`src/design/cigar_walk_match_runs_macros.svh`:
```
// assertion macros for the top file, which checks its own logic
`ifndef CIGAR_WALK_MATCH_RUNS_MACROS_SVH
`define CIGAR_WALK_MATCH_RUNS_MACROS_SVH

// same-cycle implication, checked out of reset
`define CWM_ASSERT_NOW(label, cond, expect_now) \
  label: assert property (@(posedge clk) disable iff (rst) (cond) |-> (expect_now)) \
    else $error("cigar walk assertion failed");

// next-cycle implication, checked out of reset
`define CWM_ASSERT_NEXT(label, cond, expect_next) \
  label: assert property (@(posedge clk) disable iff (rst) (cond) |=> (expect_next)) \
    else $error("cigar walk assertion failed");

`endif

```
`src/design/cwm_pkg.sv`:
```
// ---------------------------------------------------------------------------
// cwm_pkg
// types, codes and sizes shared by the cigar walk block
// ---------------------------------------------------------------------------
`timescale 1ns / 1ps

package cwm_pkg;

  localparam int OP_BITS   = 3;
  localparam int CFG_BITS  = 16;
  localparam int RUN_BITS  = 16;
  localparam int ERR_BITS  = 4;
  localparam int IDX_BITS  = 3;

  localparam int POS_BITS_DEFAULT    = 16;
  localparam int QUEUE_DEPTH_DEFAULT = 2;

  // operation codes on the input channel
  localparam logic [OP_BITS-1:0] OP_MATCH  = 3'd0;
  localparam logic [OP_BITS-1:0] OP_INSERT = 3'd1;
  localparam logic [OP_BITS-1:0] OP_DELETE = 3'd2;
  localparam logic [OP_BITS-1:0] OP_QCLIP  = 3'd3;
  localparam logic [OP_BITS-1:0] OP_TCLIP  = 3'd4;

  // error codes
  localparam logic [ERR_BITS-1:0] ERR_NONE   = 4'd0;
  localparam logic [ERR_BITS-1:0] ERR_COORDS = 4'd1;
  localparam logic [ERR_BITS-1:0] ERR_QCLIP  = 4'd2;
  localparam logic [ERR_BITS-1:0] ERR_TCLIP  = 4'd3;
  localparam logic [ERR_BITS-1:0] ERR_MATCH  = 4'd4;
  localparam logic [ERR_BITS-1:0] ERR_INSERT = 4'd5;
  localparam logic [ERR_BITS-1:0] ERR_DELETE = 4'd6;
  localparam logic [ERR_BITS-1:0] ERR_UNSUP  = 4'd7;
  localparam logic [ERR_BITS-1:0] ERR_END    = 4'd8;

  // configuration register indexes
  localparam logic [IDX_BITS-1:0] REG_QUERY_LO   = 3'd0;
  localparam logic [IDX_BITS-1:0] REG_QUERY_HI   = 3'd1;
  localparam logic [IDX_BITS-1:0] REG_QUERY_LEN  = 3'd2;
  localparam logic [IDX_BITS-1:0] REG_TARGET_LO  = 3'd3;
  localparam logic [IDX_BITS-1:0] REG_TARGET_HI  = 3'd4;
  localparam logic [IDX_BITS-1:0] REG_TARGET_LEN = 3'd5;

  typedef enum logic [2:0] {
    CLS_MATCH,
    CLS_INSERT,
    CLS_DELETE,
    CLS_QCLIP,
    CLS_TCLIP,
    CLS_UNSUP
  } cwm_class_t;

  typedef struct packed {
    logic [CFG_BITS-1:0] query_lo;
    logic [CFG_BITS-1:0] query_hi;
    logic [CFG_BITS-1:0] query_len;
    logic [CFG_BITS-1:0] target_lo;
    logic [CFG_BITS-1:0] target_hi;
    logic [CFG_BITS-1:0] target_len;
  } cwm_cfg_t;

  // classified item as it sits in the queue
  typedef struct packed {
    cwm_class_t          cls;
    logic [CFG_BITS-1:0] op_length;
    logic                first_op;
    logic                last_op;
    logic                coords_bad;
    logic                qclip_ok;
    logic                tclip_ok;
  } cwm_item_t;

  typedef struct packed {
    logic empty;
    logic full;
  } cwm_q_status_t;

endpackage

```
`src/design/cwm_in_if.sv`:
```
// ---------------------------------------------------------------------------
// cwm_in_if
// channel carrying one parsed cigar operation per item
// ---------------------------------------------------------------------------
`timescale 1ns / 1ps

interface cwm_in_if import cwm_pkg::*; ();
  logic                valid;
  logic                ready;
  logic [OP_BITS-1:0]  operation;
  logic [CFG_BITS-1:0] op_length;
  logic                first_op;
  logic                last_op;

  modport source (output valid, output operation, output op_length, output first_op,
                  output last_op, input ready);
  modport sink (input valid, input operation, input op_length, input first_op,
                input last_op, output ready);
endinterface

```
`src/design/cwm_out_if.sv`:
```
// ---------------------------------------------------------------------------
// cwm_out_if
// channel carrying one match run result per item
// ---------------------------------------------------------------------------
`timescale 1ns / 1ps

interface cwm_out_if import cwm_pkg::*; ();
  logic                valid;
  logic                ready;
  logic [RUN_BITS-1:0] run_query_start;
  logic [RUN_BITS-1:0] run_target_start;
  logic [RUN_BITS-1:0] run_length;
  logic [ERR_BITS-1:0] error_code;
  logic                walk_done;

  modport source (output valid, output run_query_start, output run_target_start,
                  output run_length, output error_code, output walk_done, input ready);
  modport sink (input valid, input run_query_start, input run_target_start,
                input run_length, input error_code, input walk_done, output ready);
endinterface

```
`src/design/cwm_front.sv`:
```
// ---------------------------------------------------------------------------
// cwm_front
// accepts operations, decodes them and precomputes the window checks
// ---------------------------------------------------------------------------
`timescale 1ns / 1ps

module cwm_front import cwm_pkg::*; (
  cwm_in_if.sink        ops,
  input  cwm_cfg_t      cfg,
  input  cwm_q_status_t q_status,
  output logic          push,
  output cwm_item_t     item
);

  logic q_coords_bad;
  logic t_coords_bad;

  assign ops.ready = !q_status.full;
  assign push      = ops.valid && !q_status.full;

  assign q_coords_bad = (cfg.query_lo == '0) || (cfg.query_hi == '0) ||
                        (cfg.query_lo > cfg.query_hi) || (cfg.query_hi > cfg.query_len);
  assign t_coords_bad = (cfg.target_lo == '0) || (cfg.target_hi == '0) ||
                        (cfg.target_lo > cfg.target_hi) || (cfg.target_hi > cfg.target_len);

  always_comb begin
    case (ops.operation)
      OP_MATCH:  item.cls = CLS_MATCH;
      OP_INSERT: item.cls = CLS_INSERT;
      OP_DELETE: item.cls = CLS_DELETE;
      OP_QCLIP:  item.cls = CLS_QCLIP;
      OP_TCLIP:  item.cls = CLS_TCLIP;
      default:   item.cls = CLS_UNSUP;
    endcase
    item.op_length  = ops.op_length;
    item.first_op   = ops.first_op;
    item.last_op    = ops.last_op;
    item.coords_bad = q_coords_bad || t_coords_bad;
    // clip length must be lo minus one, never true when lo is zero
    item.qclip_ok   = (cfg.query_lo != '0) && (ops.op_length == cfg.query_lo - 16'd1);
    item.tclip_ok   = (cfg.target_lo != '0) && (ops.op_length == cfg.target_lo - 16'd1);
  end

endmodule

```
`src/design/cwm_queue.sv`:
```
// ---------------------------------------------------------------------------
// cwm_queue
// short fifo of classified items between front and back
// ---------------------------------------------------------------------------
`timescale 1ns / 1ps

module cwm_queue import cwm_pkg::*; #(
  parameter int DEPTH = QUEUE_DEPTH_DEFAULT
) (
  input  logic          clk,
  input  logic          rst,
  input  logic          push,
  input  cwm_item_t     push_item,
  input  logic          pop,
  output cwm_item_t     pop_item,
  output cwm_q_status_t status
);

  localparam int PTR_BITS = (DEPTH > 1) ? $clog2(DEPTH) : 1;
  localparam int CNT_BITS = $clog2(DEPTH + 1);

  cwm_item_t           slots [DEPTH];
  logic [PTR_BITS-1:0] wr_ptr;
  logic [PTR_BITS-1:0] rd_ptr;
  logic [CNT_BITS-1:0] count;

  function automatic logic [PTR_BITS-1:0] ptr_inc(input logic [PTR_BITS-1:0] p);
    ptr_inc = (p == PTR_BITS'(DEPTH - 1)) ? '0 : p + PTR_BITS'(1);
  endfunction

  assign status.empty = (count == '0);
  assign status.full  = (count == CNT_BITS'(DEPTH));
  assign pop_item     = slots[rd_ptr];

  always_ff @(posedge clk) begin
    if (rst) begin
      wr_ptr <= '0;
      rd_ptr <= '0;
      count  <= '0;
    end else begin
      if (push) begin
        wr_ptr <= ptr_inc(wr_ptr);
      end
      if (pop) begin
        rd_ptr <= ptr_inc(rd_ptr);
      end
      if (push && !pop) begin
        count <= count + CNT_BITS'(1);
      end else if (pop && !push) begin
        count <= count - CNT_BITS'(1);
      end
    end
  end

  always_ff @(posedge clk) begin
    if (push) begin
      slots[wr_ptr] <= push_item;
    end
  end

endmodule

```
`src/design/cwm_back.sv`:
```
// ---------------------------------------------------------------------------
// cwm_back
// runs the walk state on each queued item and registers its result
// ---------------------------------------------------------------------------
`timescale 1ns / 1ps

module cwm_back import cwm_pkg::*; #(
  parameter int POS_BITS = POS_BITS_DEFAULT
) (
  input  logic      clk,
  input  logic      rst,
  input  cwm_cfg_t  cfg,
  input  logic      item_valid,
  input  cwm_item_t item,
  output logic      pop,
  cwm_out_if.source runs
);

  localparam int CMP_BITS = ((POS_BITS > CFG_BITS) ? POS_BITS : CFG_BITS) + 1;

  logic [POS_BITS-1:0] query_pos, target_pos;
  logic                started, query_clip_seen, target_clip_seen;
  logic [ERR_BITS-1:0] sticky_error;

  logic [POS_BITS-1:0] query_pos_next, target_pos_next;
  logic                started_next, query_clip_seen_next, target_clip_seen_next;
  logic [ERR_BITS-1:0] sticky_error_next;

  logic [POS_BITS-1:0] q0, t0;
  logic                st0, qc0, tc0;
  logic [ERR_BITS-1:0] err0;
  logic [CMP_BITS-1:0] q0x, t0x, qsum, tsum;
  logic                q_over, t_over;
  logic [RUN_BITS-1:0] rq, rt, rl;

  assign pop = item_valid && (!runs.valid || runs.ready);

  // restart view of the state on a first op, else the held state
  always_comb begin
    if (item.first_op) begin
      q0   = POS_BITS'(cfg.query_lo) - POS_BITS'(1);
      t0   = POS_BITS'(cfg.target_lo) - POS_BITS'(1);
      st0  = 1'b0;
      qc0  = 1'b0;
      tc0  = 1'b0;
      err0 = item.coords_bad ? ERR_COORDS : ERR_NONE;
    end else begin
      q0   = query_pos;
      t0   = target_pos;
      st0  = started;
      qc0  = query_clip_seen;
      tc0  = target_clip_seen;
      err0 = sticky_error;
    end
  end

  assign q0x    = CMP_BITS'(q0);
  assign t0x    = CMP_BITS'(t0);
  assign qsum   = q0x + CMP_BITS'(item.op_length);
  assign tsum   = t0x + CMP_BITS'(item.op_length);
  assign q_over = (item.op_length != '0) && (qsum > CMP_BITS'(cfg.query_len));
  assign t_over = (item.op_length != '0) && (tsum > CMP_BITS'(cfg.target_len));

  always_comb begin
    query_pos_next        = q0;
    target_pos_next       = t0;
    started_next          = st0;
    query_clip_seen_next  = qc0;
    target_clip_seen_next = tc0;
    sticky_error_next     = err0;
    rq = '0;
    rt = '0;
    rl = '0;
    if (err0 == ERR_NONE) begin
      case (item.cls)
        CLS_QCLIP: begin
          if (st0 || qc0 || !item.qclip_ok) sticky_error_next = ERR_QCLIP;
          else query_clip_seen_next = 1'b1;
        end
        CLS_TCLIP: begin
          if (st0 || tc0 || !item.tclip_ok) sticky_error_next = ERR_TCLIP;
          else target_clip_seen_next = 1'b1;
        end
        CLS_MATCH: begin
          started_next = 1'b1;
          if (q_over || t_over) begin
            sticky_error_next = ERR_MATCH;
          end else begin
            rq = q0x[RUN_BITS-1:0];
            rt = t0x[RUN_BITS-1:0];
            rl = item.op_length;
            query_pos_next  = qsum[POS_BITS-1:0];
            target_pos_next = tsum[POS_BITS-1:0];
          end
        end
        CLS_INSERT: begin
          started_next = 1'b1;
          if (q_over) sticky_error_next = ERR_INSERT;
          else query_pos_next = qsum[POS_BITS-1:0];
        end
        CLS_DELETE: begin
          started_next = 1'b1;
          if (t_over) sticky_error_next = ERR_DELETE;
          else target_pos_next = tsum[POS_BITS-1:0];
        end
        default: begin
          started_next      = 1'b1;
          sticky_error_next = ERR_UNSUP;
        end
      endcase
      if ((sticky_error_next == ERR_NONE) && item.last_op &&
          ((CMP_BITS'(query_pos_next) != CMP_BITS'(cfg.query_hi)) ||
           (CMP_BITS'(target_pos_next) != CMP_BITS'(cfg.target_hi)))) begin
        sticky_error_next = ERR_END;
      end
    end
    if (sticky_error_next != ERR_NONE) begin
      rq = '0;
      rt = '0;
      rl = '0;
    end
  end

  always_ff @(posedge clk) begin
    if (rst) begin
      query_pos        <= '0;
      target_pos       <= '0;
      started          <= 1'b0;
      query_clip_seen  <= 1'b0;
      target_clip_seen <= 1'b0;
      sticky_error     <= ERR_NONE;
      runs.valid       <= 1'b0;
    end else begin
      if (pop) begin
        query_pos        <= query_pos_next;
        target_pos       <= target_pos_next;
        started          <= started_next;
        query_clip_seen  <= query_clip_seen_next;
        target_clip_seen <= target_clip_seen_next;
        sticky_error     <= sticky_error_next;
        runs.valid       <= 1'b1;
      end else if (runs.ready) begin
        runs.valid <= 1'b0;
      end
    end
  end

  always_ff @(posedge clk) begin
    if (pop) begin
      runs.run_query_start  <= rq;
      runs.run_target_start <= rt;
      runs.run_length       <= rl;
      runs.error_code       <= sticky_error_next;
      runs.walk_done        <= item.last_op;
    end
  end

endmodule

```
`src/design/cigar_walk_match_runs.sv`:
```
// ---------------------------------------------------------------------------
// cigar_walk_match_runs
// walks parsed cigar operations against configured query and target
// windows and reports each match operation as one aligned run
// ---------------------------------------------------------------------------
//
//  channel  dir  handshake          carries
//  ops      in   valid / ready      operation, op_length, first_op, last_op
//  runs     out  valid / ready      run starts, run_length, error_code, walk_done
//  cfg      in   cfg_write          cfg_index, cfg_data (no read-back)
//
//  one item per cycle sustained while runs ready stays high; each result is registered
//  (its item is written into the queue, then popped into the walk state and the output register)
//  the per-item cost is one add and compare on each running position in the back stage
//  reset loads every window register with one, clears the walk state and empties the queue
//  a stalled result holds the back stage; ops ready drops only once the queue is full
//
`timescale 1ns / 1ps
`include "cigar_walk_match_runs_macros.svh"

module cigar_walk_match_runs import cwm_pkg::*; #(
  parameter int POS_BITS    = POS_BITS_DEFAULT,
  parameter int QUEUE_DEPTH = QUEUE_DEPTH_DEFAULT
) (
  input  logic                clk,
  input  logic                rst,
  cwm_in_if.sink              ops,
  cwm_out_if.source           runs,
  input  logic                cfg_write,
  input  logic [IDX_BITS-1:0] cfg_index,
  input  logic [CFG_BITS-1:0] cfg_data
);

  // window registers; the user must change them only while the block is idle, the block does not enforce it
  cwm_cfg_t      cfg;

  // front to queue
  logic          push;
  cwm_item_t     push_item;
  cwm_q_status_t q_status;

  // queue to back
  logic          pop;
  cwm_item_t     pop_item;

  always_ff @(posedge clk) begin
    if (rst) begin
      cfg.query_lo   <= 16'd1;
      cfg.query_hi   <= 16'd1;
      cfg.query_len  <= 16'd1;
      cfg.target_lo  <= 16'd1;
      cfg.target_hi  <= 16'd1;
      cfg.target_len <= 16'd1;
    end else if (cfg_write) begin
      case (cfg_index)
        REG_QUERY_LO:   cfg.query_lo   <= cfg_data;
        REG_QUERY_HI:   cfg.query_hi   <= cfg_data;
        REG_QUERY_LEN:  cfg.query_len  <= cfg_data;
        REG_TARGET_LO:  cfg.target_lo  <= cfg_data;
        REG_TARGET_HI:  cfg.target_hi  <= cfg_data;
        REG_TARGET_LEN: cfg.target_len <= cfg_data;
        default: ;  // writes past the register list are dropped
      endcase
    end
  end

  // front: decode the operation and settle the window checks up front
  cwm_front u_front (
    .ops      (ops),
    .cfg      (cfg),
    .q_status (q_status),
    .push     (push),
    .item     (push_item)
  );

  // short queue so front and back stall independently
  cwm_queue #(
    .DEPTH (QUEUE_DEPTH)
  ) u_queue (
    .clk       (clk),
    .rst       (rst),
    .push      (push),
    .push_item (push_item),
    .pop       (pop),
    .pop_item  (pop_item),
    .status    (q_status)
  );

  // back: positions, clip flags, sticky error and the result register
  cwm_back #(
    .POS_BITS (POS_BITS)
  ) u_back (
    .clk        (clk),
    .rst        (rst),
    .cfg        (cfg),
    .item_valid (!q_status.empty),
    .item       (pop_item),
    .pop        (pop),
    .runs       (runs)
  );

  // a restart with a bad window reports the coordinate error on its result
  `CWM_ASSERT_NEXT(a_coords_reported, pop && pop_item.first_op && pop_item.coords_bad, runs.error_code == ERR_COORDS)

  // a run of nonzero length never carries an error
  `CWM_ASSERT_NOW(a_run_no_error, runs.valid && (runs.run_length != '0), runs.error_code == ERR_NONE)

  // walk_done follows the last_op flag of the item just carried out
  `CWM_ASSERT_NEXT(a_done_follows, pop, runs.valid && (runs.walk_done == $past(pop_item.last_op)))

endmodule
```
`src/flat_wrapper.sv`:
```
// flat-port wrapper written by rule: the top's interface ports become plain ports
module cigar_walk_match_runs_flat import cwm_pkg::*;
#(
  parameter int POS_BITS    = POS_BITS_DEFAULT,
  parameter int QUEUE_DEPTH = QUEUE_DEPTH_DEFAULT
)
  (clk, rst, cfg_write, cfg_index, cfg_data, ops_valid, ops_operation, ops_op_length, ops_first_op, ops_last_op, ops_ready, runs_valid, runs_run_query_start, runs_run_target_start, runs_run_length, runs_error_code, runs_walk_done, runs_ready);
  cwm_in_if ops_i ();
  cwm_out_if runs_i ();
  input  logic clk;
  input  logic rst;
  input  logic cfg_write;
  input  logic [IDX_BITS-1:0] cfg_index;
  input  logic [CFG_BITS-1:0] cfg_data;
  input wire logic [$bits(ops_i.valid)-1:0] ops_valid;
  input wire logic [$bits(ops_i.operation)-1:0] ops_operation;
  input wire logic [$bits(ops_i.op_length)-1:0] ops_op_length;
  input wire logic [$bits(ops_i.first_op)-1:0] ops_first_op;
  input wire logic [$bits(ops_i.last_op)-1:0] ops_last_op;
  output wire logic [$bits(ops_i.ready)-1:0] ops_ready;
  output wire logic [$bits(runs_i.valid)-1:0] runs_valid;
  output wire logic [$bits(runs_i.run_query_start)-1:0] runs_run_query_start;
  output wire logic [$bits(runs_i.run_target_start)-1:0] runs_run_target_start;
  output wire logic [$bits(runs_i.run_length)-1:0] runs_run_length;
  output wire logic [$bits(runs_i.error_code)-1:0] runs_error_code;
  output wire logic [$bits(runs_i.walk_done)-1:0] runs_walk_done;
  input wire logic [$bits(runs_i.ready)-1:0] runs_ready;
  assign ops_i.valid = ops_valid;
  assign ops_i.operation = ops_operation;
  assign ops_i.op_length = ops_op_length;
  assign ops_i.first_op = ops_first_op;
  assign ops_i.last_op = ops_last_op;
  assign ops_ready = ops_i.ready;
  assign runs_valid = runs_i.valid;
  assign runs_run_query_start = runs_i.run_query_start;
  assign runs_run_target_start = runs_i.run_target_start;
  assign runs_run_length = runs_i.run_length;
  assign runs_error_code = runs_i.error_code;
  assign runs_walk_done = runs_i.walk_done;
  assign runs_i.ready = runs_ready;
  cigar_walk_match_runs #(.POS_BITS(POS_BITS), .QUEUE_DEPTH(QUEUE_DEPTH)) u_core (.clk(clk), .rst(rst), .ops(ops_i), .runs(runs_i), .cfg_write(cfg_write), .cfg_index(cfg_index), .cfg_data(cfg_data));
endmodule
```
`config.mk`:
```
export PLATFORM = sky130hd
export DESIGN_NAME = cigar_walk_match_runs_flat
export DESIGN_NICKNAME = d
export VERILOG_FILES = /design/src/design/cwm_pkg.sv /design/src/design/cwm_in_if.sv /design/src/design/cwm_out_if.sv /design/src/design/cwm_front.sv /design/src/design/cwm_queue.sv /design/src/design/cwm_back.sv /design/src/design/cigar_walk_match_runs.sv /design/src/flat_wrapper.sv
export VERILOG_INCLUDE_DIRS = /design/src /design/src/design
export SDC_FILE = /design/constraint.sdc
export NUM_CORES = 1
export LEC_CHECK = 0
export BUFFER_PORTS_ARGS = -buffer_cell sky130_fd_sc_hd__clkbuf_2
export CAP_MARGIN = 20
export CORE_MARGIN = 2
export CORE_UTILIZATION = 46
export DETAILED_ROUTE_END_ITERATION = 12
export GPL_TIMING_DRIVEN = 0
export PLACE_DENSITY_LB_ADDON = 0.08
export SYNTH_ARGS = -nofsm -noshare
export SYNTH_HDL_FRONTEND = slang
export SYNTH_SLANG_ARGS = --single-unit
export TNS_END_PERCENT = 10
```
`constraint.sdc`:
```
create_clock -name clk -period 7.6 [get_ports clk]
set_input_delay 2.28 -clock clk [delete_from_list [all_inputs] [get_ports clk]]
set_output_delay 2.28 -clock clk [all_outputs]
set_load 0.01 [all_outputs]
```
==> metrics.yaml <==
global_routing:
  grt_max_degree: 42
  grt_pass1_wl_um: 106000
  grt_overflow: 0
  grt_pass1_vias: 15700
  antenna_found_initial: 1
  grt_usage: 0.382
layout:
  layout_commonest_cell: "nand2_1"
  seq_area_um2: 5870
  nFillCells: 3257
  finalNetCount: 2377
  drive_above_1_share: 0.236
  final_cells: 2680
  area_delta_synth_final_pct: 26.1
  multi_input_area_um2: 11400
  mostFrequentLayoutCells: "nand2_1, a21oi_1, dfxtp_1"
synthesis:
  ys_seq_area_frac: 0.349
  syn_area_per_cell_um2: 8.50
  synth_flop_cell: "dfxtp_1"
  synth_top_area_share: 0.181
  async_flop_share: 0
  yosys.area.top_type: "edfxtp_1"
  synth-seq-cells: 242
  syn_area_um2: 16800
  synth_cells: 1972
  muxShareOfSynthArea: 0.0281
  synth_top_family_by_area: "simple AND/OR/NAND/NOR gates"
  synth_xor_area_frac: 0.0575
  synth-compound-area-share: 0.195
  yosysWarnings: 0
  synth_fa_ha_area_frac: 0.103
  ys_types: 90
  synth.area.top_cells: "edfxtp_1, dfxtp_1, ha_1"
  synth.net_count: 2154
  synth-edff-count: 101
  yosys.area_share.simple: 0.217
power:
  p_leak_nw: 8.00
  p_total_mw: 11.1
  worst_ir_drop_vdd_mv: 0.273
  powerDensity_nw_per_um2: 524
run_status:
  status: "finished with violations"
  violations: "setup timing"
setup_path:
  start_kind: "flop"
  cp_max_fo: 10
  endpoint_kind: "flop"
  cp.arrival_ps: 8000
  cpLargestDelayFamily: "buffers and inverters"
  cpPeakStageDelay_ps: 770
  crit_type: "reg -> reg"
  cp.required_ps: 7890
  cpMostUsedCell: "buf_4"
  critical_path_buf_inv_count: 8
  crit_path_top_delay_cell: "buf_1"
clock_network:
  clock-sinks: 242
  cts_buffer_depth: 3
  clk_pin_slew_ps: 60
  clockRootBuffer: "clkbuf_16"
  clk-insertion-delay-late_ps: 580
  cts_max_level: 1
  cts_buffers: 29
  cts_tree: "done"
routing:
  vias_per_cell: 6.37
  vias: 17100
  drt_iter0_markers: 1844
  wl_per_cell_um: 28.0
  antenna_left: 0
  routed_wirelength_um: 75000
  drc: 0
  drt-pass1-iter-count: 5
placed_design:
  portBuffers: 96
  place_hpwl_um: 56700
  place_inst: 2535
  gp_congestion: 1.02
die:
  coreArea_um2: 35700
  initial_core_util: 0.469
  rows: 69
  die_y_um: 195
  ios: 100
  die_x_um: 195
  die_area_um2: 38000
min_path:
  hp-class: "reg -> reg"
sta:
  setup_tns_ps: -1520
  setup_ws_ps: -108
  skew_ps: 10.9
  timing.final.crit_share: 1.01
  drv_slew: 0
  rsz0062_at_grt: "true"
  period_minus_slack_ps: 7710
  max_freq_mhz: 130
  slew_headroom: 0.229
  setup_viol: 35
  hold_viol_final: 0
  worst_pin_slew_ps: 1160
job:
  max_cap_viol_count: 0
## cells by family (layout without fill, tap and decap cells)
group / Yosys count / in the layout
fa+ha+maj: 137 / 137
flops: 242 / 242
compound gates: 499 / 499
mux: 45 / 45
xor+xnor: 107 / 107
other cells: 0 / 1
buf+inv: 215 / 461
simple gates: 727 / 727
## cells in the mapped netlist, types with 10 or more instances
library cell	instances
nand2_1	289
a21oi_1	182
dfxtp_1	141
ha_1	135
nor2_1	133
inv_1	122
edfxtp_1	101
o21ai_0	75
clkbuf_1	72
xnor2_1	68
nor3_1	55
nor4_1	44
xor2_1	37
nand4_1	35
a21o_1	33
mux2i_1	29
nand3_1	27
a211oi_1	25
nand2b_1	20
nor2b_1	19
a31oi_1	16
mux2_2	16
o21a_1	15
o211ai_1	14
o22ai_1	14
a221oi_1	12
nor4b_2	12
or3_1	12
or4_1	12
nor3_2	11
nor3b_1	11
o31ai_1	11
o221ai_1	10
## worst reg2reg max path: cells and delay by family (launching register included)
family | cells | cell delay, ps
multiplexers | 1 | 340
XOR/XNOR | 1 | 170
flip-flops | 1 | 460
adder cells (fa/ha/maj) | 2 | 600
buffers and inverters | 8 | 2250
AND/OR/NAND/NOR | 9 | 1790
AO/OA/AOI/OAI | 8 | 1810
## sequential cells by signal, summed over array words and instances (netlist names), named ones only
| signal | cells |
|---|---|
| u_core.u_back.runs.valid | 1 |
| u_core.u_back.runs.error_code | 4 |
| u_core.u_queue.wr_ptr | 1 |
| u_core.u_back.started | 1 |
| u_core.u_back.target_clip_seen | 1 |
| u_core.cfg | 96 |
| u_core.u_back.query_pos | 16 |
| u_core.u_back.target_pos | 16 |
| u_core.u_queue.rd_ptr | 1 |
| u_core.u_back.runs.run_query_start | 16 |
| u_core.u_back.sticky_error | 4 |
| u_core.u_back.runs.run_target_start | 16 |
| u_core.u_queue.slots | 48 |
| u_core.u_back.query_clip_seen | 1 |
| u_core.u_queue.count | 2 |
| u_core.u_back.runs.walk_done | 1 |
| u_core.u_back.runs.run_length | 16 |
## area by class of cell
| type | instances | area share |
|---|---|---|
| Sequential cell | 242 | 0.278 |
| Inverter | 122 | 0.0224 |
| Timing Repair Buffer | 201 | 0.0643 |
| Clock buffer | 41 | 0.0388 |
| Tap cell | 461 | 0.0273 |
| Antenna cell | 1 | 0.000118 |
| Multi-Input combinational cell | 1515 | 0.540 |
| Clock inverter | 13 | 0.00527 |
| Buffer | 84 | 0.0239 |
## per-stage QoR
| stage | hold slack [ps] | area [um^2] | utilization | worst slack [ps] |
|---|---|---|---|---|
| after floorplan | 429 | 16800 | - | 14.5 |
| after global placement | 438 | 17800 | 0.499 | -3590 |
| after detailed placement | 442 | 17900 | 0.501 | -3570 |
| after CTS | 454 | 20200 | 0.566 | 5.67 |
| after global routing | 474 | 21100 | 0.592 | -273 |
| final | 456 | 21100 | 0.592 | -108 |
## final timing paths
| check | from | end | slack, ps | depth (start not counted) |
|---|---|---|---|---|
| setup / recovery | u_core.u_queue.slots[0][4] | u_core.u_back.runs.run_query_start[4] | -110 | 29 |
| hold / removal | u_core.cfg[7] | u_core.cfg[7] | 460 | 2 |
| setup reg to reg | u_core.u_queue.slots[0][4] | u_core.u_back.runs.run_query_start[4] | -110 | 29 |
| hold reg to reg | u_core.cfg[7] | u_core.cfg[7] | 460 | 2 |
## where the power goes
group	switching (mW)	leakage (nW)	internal (mW)
Sequential	0.146	2.12	1.67
Combinational	4.98	5.42	2.90
Clock	0.596	0.461	0.789
## what timing repair did
| item | in CTS | in global routing |
|---|---|---|
| pin swaps | 51 | 44 |
| setup endpoints to repair | 88 | 51 |
| resized for setup | 219 | 117 |
| cloned | 1 | 1 |
| hold buffers | 0 | 0 |
| setup buffers | 52 | 43 |
## metal layers
metal  routed length [um]  track usage  up-vias
met1                29900        0.506     8209
met3                 7610       0.0711      223
met2                32800        0.599     1005
li1                     -            -     7644
met5                    0            0        -
met4                 4640        0.193        0
No activity file was read; power rests on OpenSTA's default activity.
